File: config.mk
export PLATFORM = sky130hd
export DESIGN_NAME = x86_bit_test_scan_swap_unit
export DESIGN_NICKNAME = d
export VERILOG_FILES = /design/src/design/btss_pkg.sv /design/src/design/x86_bit_test_scan_swap_unit.sv /design/src/design/btss_decode.sv /design/src/design/btss_exec.sv /design/src/design/btss_resolve.sv
export SDC_FILE = /design/constraint.sdc
export NUM_CORES = 1
export LEC_CHECK = 0
export ABC_AREA = 1
export BUFFER_PORTS_ARGS = -buffer_cell sky130_fd_sc_hd__buf_2
export CAP_MARGIN = 20
export CORE_MARGIN = 2
export CORE_UTILIZATION = 35
export DETAILED_ROUTE_END_ITERATION = 8
export SKIP_LAST_GASP = 1
export SLEW_MARGIN = 20
export SYNTH_ARGS = -nofsm -noshare
export SYNTH_HDL_FRONTEND = slang
export SYNTH_HIERARCHICAL = 1
export SYNTH_SLANG_ARGS = --single-unit
File: constraint.sdc
create_clock -name clk -period 15.3 [get_ports clk]
set_input_delay 1.53 -clock clk [delete_from_list [all_inputs] [get_ports clk]]
set_output_delay 1.53 -clock clk [all_outputs]
set_load 0.02 [all_outputs]
File: src/design/btss_pkg.sv
// ----------------------------------------------------------------------------
// btss_pkg
// Types and operation codes for the bit test / scan / swap unit.
// ----------------------------------------------------------------------------
package btss_pkg;

    localparam logic [2:0] FUNC_BT    = 3'd0;
    localparam logic [2:0] FUNC_BTR   = 3'd1;
    localparam logic [2:0] FUNC_BSWAP = 3'd2;
    localparam logic [2:0] FUNC_BSF   = 3'd3;
    localparam logic [2:0] FUNC_BSR   = 3'd4;

    typedef struct packed {
        logic [2:0]  func;
        logic        narrow;
        logic [31:0] operand_value;
        logic [7:0]  bit_offset;
    } in_t;

    typedef struct packed {
        logic [31:0] result_value;
        logic        write_back;
        logic        carry_out;
        logic        carry_valid;
        logic        zero_out;
        logic        zero_valid;
    } out_t;

    // decode stage result
    typedef struct packed {
        logic [2:0]  func;
        logic [31:0] val;
        logic [31:0] raw;
        logic [31:0] bit_sel;
    } s1_t;

    // execute stage result
    typedef struct packed {
        logic [2:0]       func;
        logic             tested;
        logic [31:0]      cleared;
        logic [31:0]      swapped;
        logic [3:0]       byte_nz;
        logic [3:0][2:0]  lo_idx;
        logic [3:0][2:0]  hi_idx;
    } s2_t;

endpackage

File: src/design/x86_bit_test_scan_swap_unit.sv
// ----------------------------------------------------------------------------
// x86_bit_test_scan_swap_unit
// Execution unit for BT, BTR, BSWAP, BSF and BSR at 16/32-bit operand size.
// ----------------------------------------------------------------------------
// Usage:
//   in_valid/in_ready/in_data carry one instruction per transaction: func,
//   narrow, operand_value and bit_offset.
//   out_valid/out_ready/out_data return one result transaction per
//   instruction, in order: result_value with write_back, carry and zero
//   flags each with a valid mark.
//   Three register stages (decode, execute, resolve): the accepting edge
//   loads decode, then execute and the resolve output register, where
//   out_valid rises. Throughput is one transaction per cycle while out_ready
//   is high, set by the three-stage register pipeline with no shared unit.
//   Reset clears all stage valid bits; the pipeline is empty afterwards.
//   When out_ready is low the output register holds its transaction and
//   earlier stages keep filling until all three are occupied, then
//   in_ready drops. Nothing is dropped or duplicated.
// ----------------------------------------------------------------------------
module x86_bit_test_scan_swap_unit (
    input  logic           clk,
    input  logic           rst_n,
    input  logic           in_valid,
    output logic           in_ready,
    input  btss_pkg::in_t  in_data,
    output logic           out_valid,
    input  logic           out_ready,
    output btss_pkg::out_t out_data
);
    import btss_pkg::*;

    logic s1_valid;
    logic s1_ready;
    s1_t  s1_data;
    logic s2_valid;
    logic s2_ready;
    s2_t  s2_data;

    btss_decode u_decode (
        .clk      (clk),
        .rst_n    (rst_n),
        .in_valid (in_valid),
        .in_ready (in_ready),
        .in_data  (in_data),
        .s1_valid (s1_valid),
        .s1_ready (s1_ready),
        .s1_data  (s1_data)
    );

    btss_exec u_exec (
        .clk      (clk),
        .rst_n    (rst_n),
        .s1_valid (s1_valid),
        .s1_ready (s1_ready),
        .s1_data  (s1_data),
        .s2_valid (s2_valid),
        .s2_ready (s2_ready),
        .s2_data  (s2_data)
    );

    btss_resolve u_resolve (
        .clk       (clk),
        .rst_n     (rst_n),
        .s2_valid  (s2_valid),
        .s2_ready  (s2_ready),
        .s2_data   (s2_data),
        .out_valid (out_valid),
        .out_ready (out_ready),
        .out_data  (out_data)
    );

endmodule

File: src/design/btss_decode.sv
// ----------------------------------------------------------------------------
// btss_decode
// Stage 1: operand size masking and bit select decode.
// ----------------------------------------------------------------------------
module btss_decode (
    input  logic          clk,
    input  logic          rst_n,
    input  logic          in_valid,
    output logic          in_ready,
    input  btss_pkg::in_t in_data,
    output logic          s1_valid,
    input  logic          s1_ready,
    output btss_pkg::s1_t s1_data
);
    import btss_pkg::*;

    logic  valid_reg;
    s1_t   data_reg;
    s1_t   data_next;
    logic [4:0] pos;

    assign in_ready = !valid_reg || s1_ready;
    assign s1_valid = valid_reg;
    assign s1_data  = data_reg;

    always_comb
    begin
        pos               = in_data.narrow ? {1'b0, in_data.bit_offset[3:0]}
                                           : in_data.bit_offset[4:0];
        data_next.func    = in_data.func;
        data_next.raw     = in_data.operand_value;
        data_next.val     = in_data.narrow ? {16'h0000, in_data.operand_value[15:0]}
                                           : in_data.operand_value;
        data_next.bit_sel = 32'h0000_0001 << pos;
    end

    always_ff @(posedge clk or negedge rst_n)
    begin
        if (!rst_n)
        begin
            valid_reg <= 1'b0;
        end
        else if (in_ready)
        begin
            valid_reg <= in_valid;
        end
    end

    always_ff @(posedge clk)
    begin
        if (in_ready && in_valid)
        begin
            data_reg <= data_next;
        end
    end

endmodule

File: src/design/btss_exec.sv
// ----------------------------------------------------------------------------
// btss_exec
// Stage 2: bit test, bit clear, byte swap and per-byte scan.
// ----------------------------------------------------------------------------
module btss_exec (
    input  logic          clk,
    input  logic          rst_n,
    input  logic          s1_valid,
    output logic          s1_ready,
    input  btss_pkg::s1_t s1_data,
    output logic          s2_valid,
    input  logic          s2_ready,
    output btss_pkg::s2_t s2_data
);
    import btss_pkg::*;

    logic valid_reg;
    s2_t  data_reg;
    s2_t  data_next;

    function automatic logic [2:0] low_index8(input logic [7:0] b);
        logic [2:0] idx;
        idx = 3'd0;
        for (int i = 7; i >= 0; i--)
        begin
            if (b[i])
                idx = 3'(i);
        end
        return idx;
    endfunction

    function automatic logic [2:0] high_index8(input logic [7:0] b);
        logic [2:0] idx;
        idx = 3'd0;
        for (int i = 0; i < 8; i++)
        begin
            if (b[i])
                idx = 3'(i);
        end
        return idx;
    endfunction

    assign s1_ready = !valid_reg || s2_ready;
    assign s2_valid = valid_reg;
    assign s2_data  = data_reg;

    always_comb
    begin
        data_next.func    = s1_data.func;
        data_next.tested  = |(s1_data.val & s1_data.bit_sel);
        data_next.cleared = s1_data.val & ~s1_data.bit_sel;
        data_next.swapped = {s1_data.raw[7:0], s1_data.raw[15:8],
                             s1_data.raw[23:16], s1_data.raw[31:24]};
        for (int k = 0; k < 4; k++)
        begin
            data_next.byte_nz[k] = |s1_data.val[k*8 +: 8];
            data_next.lo_idx[k]  = low_index8(s1_data.val[k*8 +: 8]);
            data_next.hi_idx[k]  = high_index8(s1_data.val[k*8 +: 8]);
        end
    end

    always_ff @(posedge clk or negedge rst_n)
    begin
        if (!rst_n)
        begin
            valid_reg <= 1'b0;
        end
        else if (s1_ready)
        begin
            valid_reg <= s1_valid;
        end
    end

    always_ff @(posedge clk)
    begin
        if (s1_ready && s1_valid)
        begin
            data_reg <= data_next;
        end
    end

endmodule

File: src/design/btss_resolve.sv
// ----------------------------------------------------------------------------
// btss_resolve
// Stage 3: scan byte select, result and flag assembly, output register.
// ----------------------------------------------------------------------------
module btss_resolve (
    input  logic           clk,
    input  logic           rst_n,
    input  logic           s2_valid,
    output logic           s2_ready,
    input  btss_pkg::s2_t  s2_data,
    output logic           out_valid,
    input  logic           out_ready,
    output btss_pkg::out_t out_data
);
    import btss_pkg::*;

    logic       valid_reg;
    out_t       data_reg;
    out_t       data_next;
    logic [1:0] lo_byte;
    logic [1:0] hi_byte;
    logic       src_zero;

    assign s2_ready  = !valid_reg || out_ready;
    assign out_valid = valid_reg;
    assign out_data  = data_reg;

    always_comb
    begin
        lo_byte = 2'd0;
        for (int k = 3; k >= 0; k--)
        begin
            if (s2_data.byte_nz[k])
                lo_byte = 2'(k);
        end
        hi_byte = 2'd0;
        for (int k = 0; k < 4; k++)
        begin
            if (s2_data.byte_nz[k])
                hi_byte = 2'(k);
        end
        src_zero = (s2_data.byte_nz == 4'b0000);

        data_next = '0;
        unique case (s2_data.func)
            FUNC_BT:
            begin
                data_next.carry_out   = s2_data.tested;
                data_next.carry_valid = 1'b1;
            end
            FUNC_BTR:
            begin
                data_next.carry_out    = s2_data.tested;
                data_next.carry_valid  = 1'b1;
                data_next.result_value = s2_data.cleared;
                data_next.write_back   = 1'b1;
            end
            FUNC_BSWAP:
            begin
                data_next.result_value = s2_data.swapped;
                data_next.write_back   = 1'b1;
            end
            FUNC_BSF:
            begin
                data_next.zero_valid = 1'b1;
                data_next.zero_out   = src_zero;
                data_next.write_back = !src_zero;
                if (!src_zero)
                    data_next.result_value = {27'd0, lo_byte, s2_data.lo_idx[lo_byte]};
            end
            FUNC_BSR:
            begin
                data_next.zero_valid = 1'b1;
                data_next.zero_out   = src_zero;
                data_next.write_back = !src_zero;
                if (!src_zero)
                    data_next.result_value = {27'd0, hi_byte, s2_data.hi_idx[hi_byte]};
            end
            default:
            begin
                data_next = '0;
            end
        endcase
    end

    always_ff @(posedge clk or negedge rst_n)
    begin
        if (!rst_n)
        begin
            valid_reg <= 1'b0;
        end
        else if (s2_ready)
        begin
            valid_reg <= s2_valid;
        end
    end

    always_ff @(posedge clk)
    begin
        if (s2_ready && s2_valid)
        begin
            data_reg <= data_next;
        end
    end

endmodule

==> flow_metrics.py <==
metrics = {
    "timing": {
        "rsz0062_at_grt": "no",
        "layout_setup_ws_ns": 11.44,
        "setup_tns_ns": 0,
        "finalClockSkew_ns": 0.00653,
        "fin_crit_ns": 3.86,
        "tightest_slew_ns": 0.986,
        "max_slew_margin_pct": 34.3,
        "hold_viol_final": 0,
        "whs_ns": 0.416,
        "clock.fmax_mhz": 259,
        "finalSetupViolCount": 0,
        "drv_slew": 0,
        "post-route-period-util_pct": 25.2,
    },
    "logic_synthesis": {
        "syn_area_sq_um": 8910,
        "async_flop_share_pct": 1.37,
        "synth-seq-cells": 219,
        "synthTopCellsByCount": "216 x edfxtp_1, 151 x nand2_1, 116 x nor2_1, 79 x inv_1",
        "syn_avg_cell_area_sq_um": 12.3,
        "synth_top_family_by_area": "simple AND/OR/NAND/NOR gates",
        "synth-main-ff-cell": "edfxtp_1",
        "synth_xor_area_share_pct": 0,
        "synth_top_area_share_pct": 72.8,
        "synth-edff-count": 216,
        "synth_compound_area_share_pct": 4.53,
        "syn_nets": 770,
        "synth_mux_area_share_pct": 0,
        "seq_area_frac_synth_pct": 73.6,
        "synth_cells": 722,
        "synthAdderAreaFrac_pct": 0,
        "ys_types": 25,
        "ys_top_cells_by_area": "edfxtp_1 73%, nand2_1 6.4%, nor2_1 4.9%",
        "yosysMostFrequentCell": "edfxtp_1",
        "ys_warn_count": 6,
        "post-synth-top-area-cell": "edfxtp_1",
        "synth_simple_gate_area_share_pct": 15.5,
    },
    "final_layout": {
        "final_cell_area_sq_um": 10300,
        "drive_above_1_share_pct": 18.9,
        "post-route-util_pct": 41.1,
        "diodes": 0,
        "finalNetCount": 854,
        "area_growth_pct": 15.8,
    },
    "drt": {
        "vias_per_cell": 4.59,
        "drtIter0Drc": 392,
        "drt_wl_total_um": 18300,
        "drc": 0,
        "wl_per_cell_um": 15.9,
        "first_pass_iters": 4,
        "antenna_left": 0,
        "vias": 5274,
    },
    "power": {
        "power_density_nw_per_um2": 136,
        "leakagePower_nw": 4.20,
        "peakVddDrop_v": 0.0000716,
    },
    "critical_path": {
        "cp_max_fo": 2,
        "critical_path.endpoint_type": "output pin",
        "crit_type": "input pin to output pin",
        "crit_required_ns": 13.77,
        "setup.worst_path.start_class": "input pin",
        "cp.arrival_ns": 2.33,
    },
    "clock_tree": {
        "cts_setup_buffers": 0,
        "clk_pin_slew_ns": 0.06,
        "cts_tree": "yes",
        "clk-insertion-delay-late_ns": 0.51,
        "cts_buffers": 24,
        "clockBufferDepth": 3,
        "cts.sinks": 219,
        "cts_root_buf": "clkbuf_16",
        "htreeDepth": 1,
        "cts_hold_buf": 0,
        "cts-resized-gates": 0,
    },
    "place": {
        "placed_cell_area_sq_um": 9590,
        "gp_congestion": 0.863,
        "post-dp-hpwl_um": 12800,
        "pre_cts_slack_ns": 11.43,
        "port_buffers": 83,
    },
    "floorplanning": {
        "die_width_um": 164,
        "die-area_sq_um": 26800,
        "start_util_pct": 35.5,
        "die_h_um": 164,
        "rows": 58,
        "core_sq_um": 25100,
        "ioPinCount": 87,
    },
    "run_status": {
        "status": "finished clean",
    },
    "global_routing": {
        "grt_max_degree": 79,
        "grt_pass1_wl_um": 28600,
        "grt-ovfl-total": 0,
        "grtUsageTotal_pct": 14.0,
        "antenna_found_initial": 0,
        "grt_pass1_vias": 5230,
    },
    "hold_path": {
        "hold_class": "flip-flop to flip-flop",
    },
    "run": {
        "drv_cap": 0,
    },
}
==> cell usage in the layout (no fill, tap or decap), drive strengths merged <==
cell     netlist  final
edfxtp       216    216
nand2        153    153
nor2         122    122
inv           96     96
buf           28     86
clkbuf         0     33
nand3         29     29
a22o          27     27
a21oi         20     20
nand4         10     10
o21ai          8      8
nor3           5      5
dfrtp          3      3
nand3b         3      3
clkinv         0      3
bufinv         0      2
o2111ai        1      1
nor3b          1      1
==> worst max-delay path, cell delays in order <==
cell     delay [ns]
buf_2          0.09
inv_1          0.09
nand2_1        0.08
inv_1          0.11
nand2_1        0.08
inv_1          0.11
nand2_1        0.08
buf_2          0.16
==> registers in the layout (all words and copies together), names as in the netlist <==
signal,flops
u_exec/s2_data,96
u_decode/s1_valid,1
u_exec/s2_valid,1
u_decode/s1_data,83
u_resolve/out_valid,1
u_resolve/out_data,37
==> cells by family (layout without fill, tap and decap cells) <==
family,Yosys count,count (layout)
flip-flops,219,219
AO/OA/AOI/OAI,56,56
buffers and inverters,124,220
AND/OR/NAND/NOR,323,323
==> stage by stage <==
stage	power [mW]	std cells
after floorplan	0.837	722
after CTS	1.42	1148
after global routing	1.46	1148
after detailed placement	0.875	1110
after global placement	0.873	1110
final	1.40	1148
==> routing by layer <==
| metal | vias to the layer above | global-route usage, % | wire (um) |
|---|---|---|---|
| met4 | 0 | 4.86 | 454 |
| met1 | 2511 | 18.8 | 8230 |
| met5 | - | 0 | 0 |
| met2 | 135 | 22.9 | 8590 |
| met3 | 26 | 2.74 | 1000 |
| li1 | 2602 | - | - |
==> layout make-up <==
class / instances / area [sq um]
Multi-Input combinational cell: 379 / 1820
Sequential cell: 219 / 6560
Timing Repair Buffer: 86 / 438
Clock inverter: 5 / 73.8
Tap cell: 330 / 413
Inverter: 96 / 363
Fill cell: 2417 / 14800
Clock buffer: 33 / 656
==> worst paths after layout <==
kind | slack (ns) | cells past startpoint | start | end
hold reg to reg | 0.42 | 0 | u_decode/s1_data[50]$_DFFE_PP_ | u_exec/s2_data[38]$_DFFE_PP_
hold / removal | 0.42 | 0 | u_decode/s1_data[50]$_DFFE_PP_ | u_exec/s2_data[38]$_DFFE_PP_
min in group asynchronous | 0.81 | 1 | rst_n | u_decode/s1_valid$_DFFE_PN0P_
max in group asynchronous | 14.38 | 1 | rst_n | u_exec/s2_valid$_DFFE_PN0N_
setup reg to reg | 12.85 | 4 | u_resolve/out_valid$_DFFE_PN0N_ | u_exec/s2_data[68]$_DFFE_PP_
setup / recovery | 11.44 | 8 | out_ready | in_ready
==> where the power goes <==
group          switching (mW)  internal [mW]
registers              0.0221          0.724
logic                  0.0823         0.0324
clock network           0.214          0.329
total                   0.319           1.09
Power figures use the tool's default switching activity.
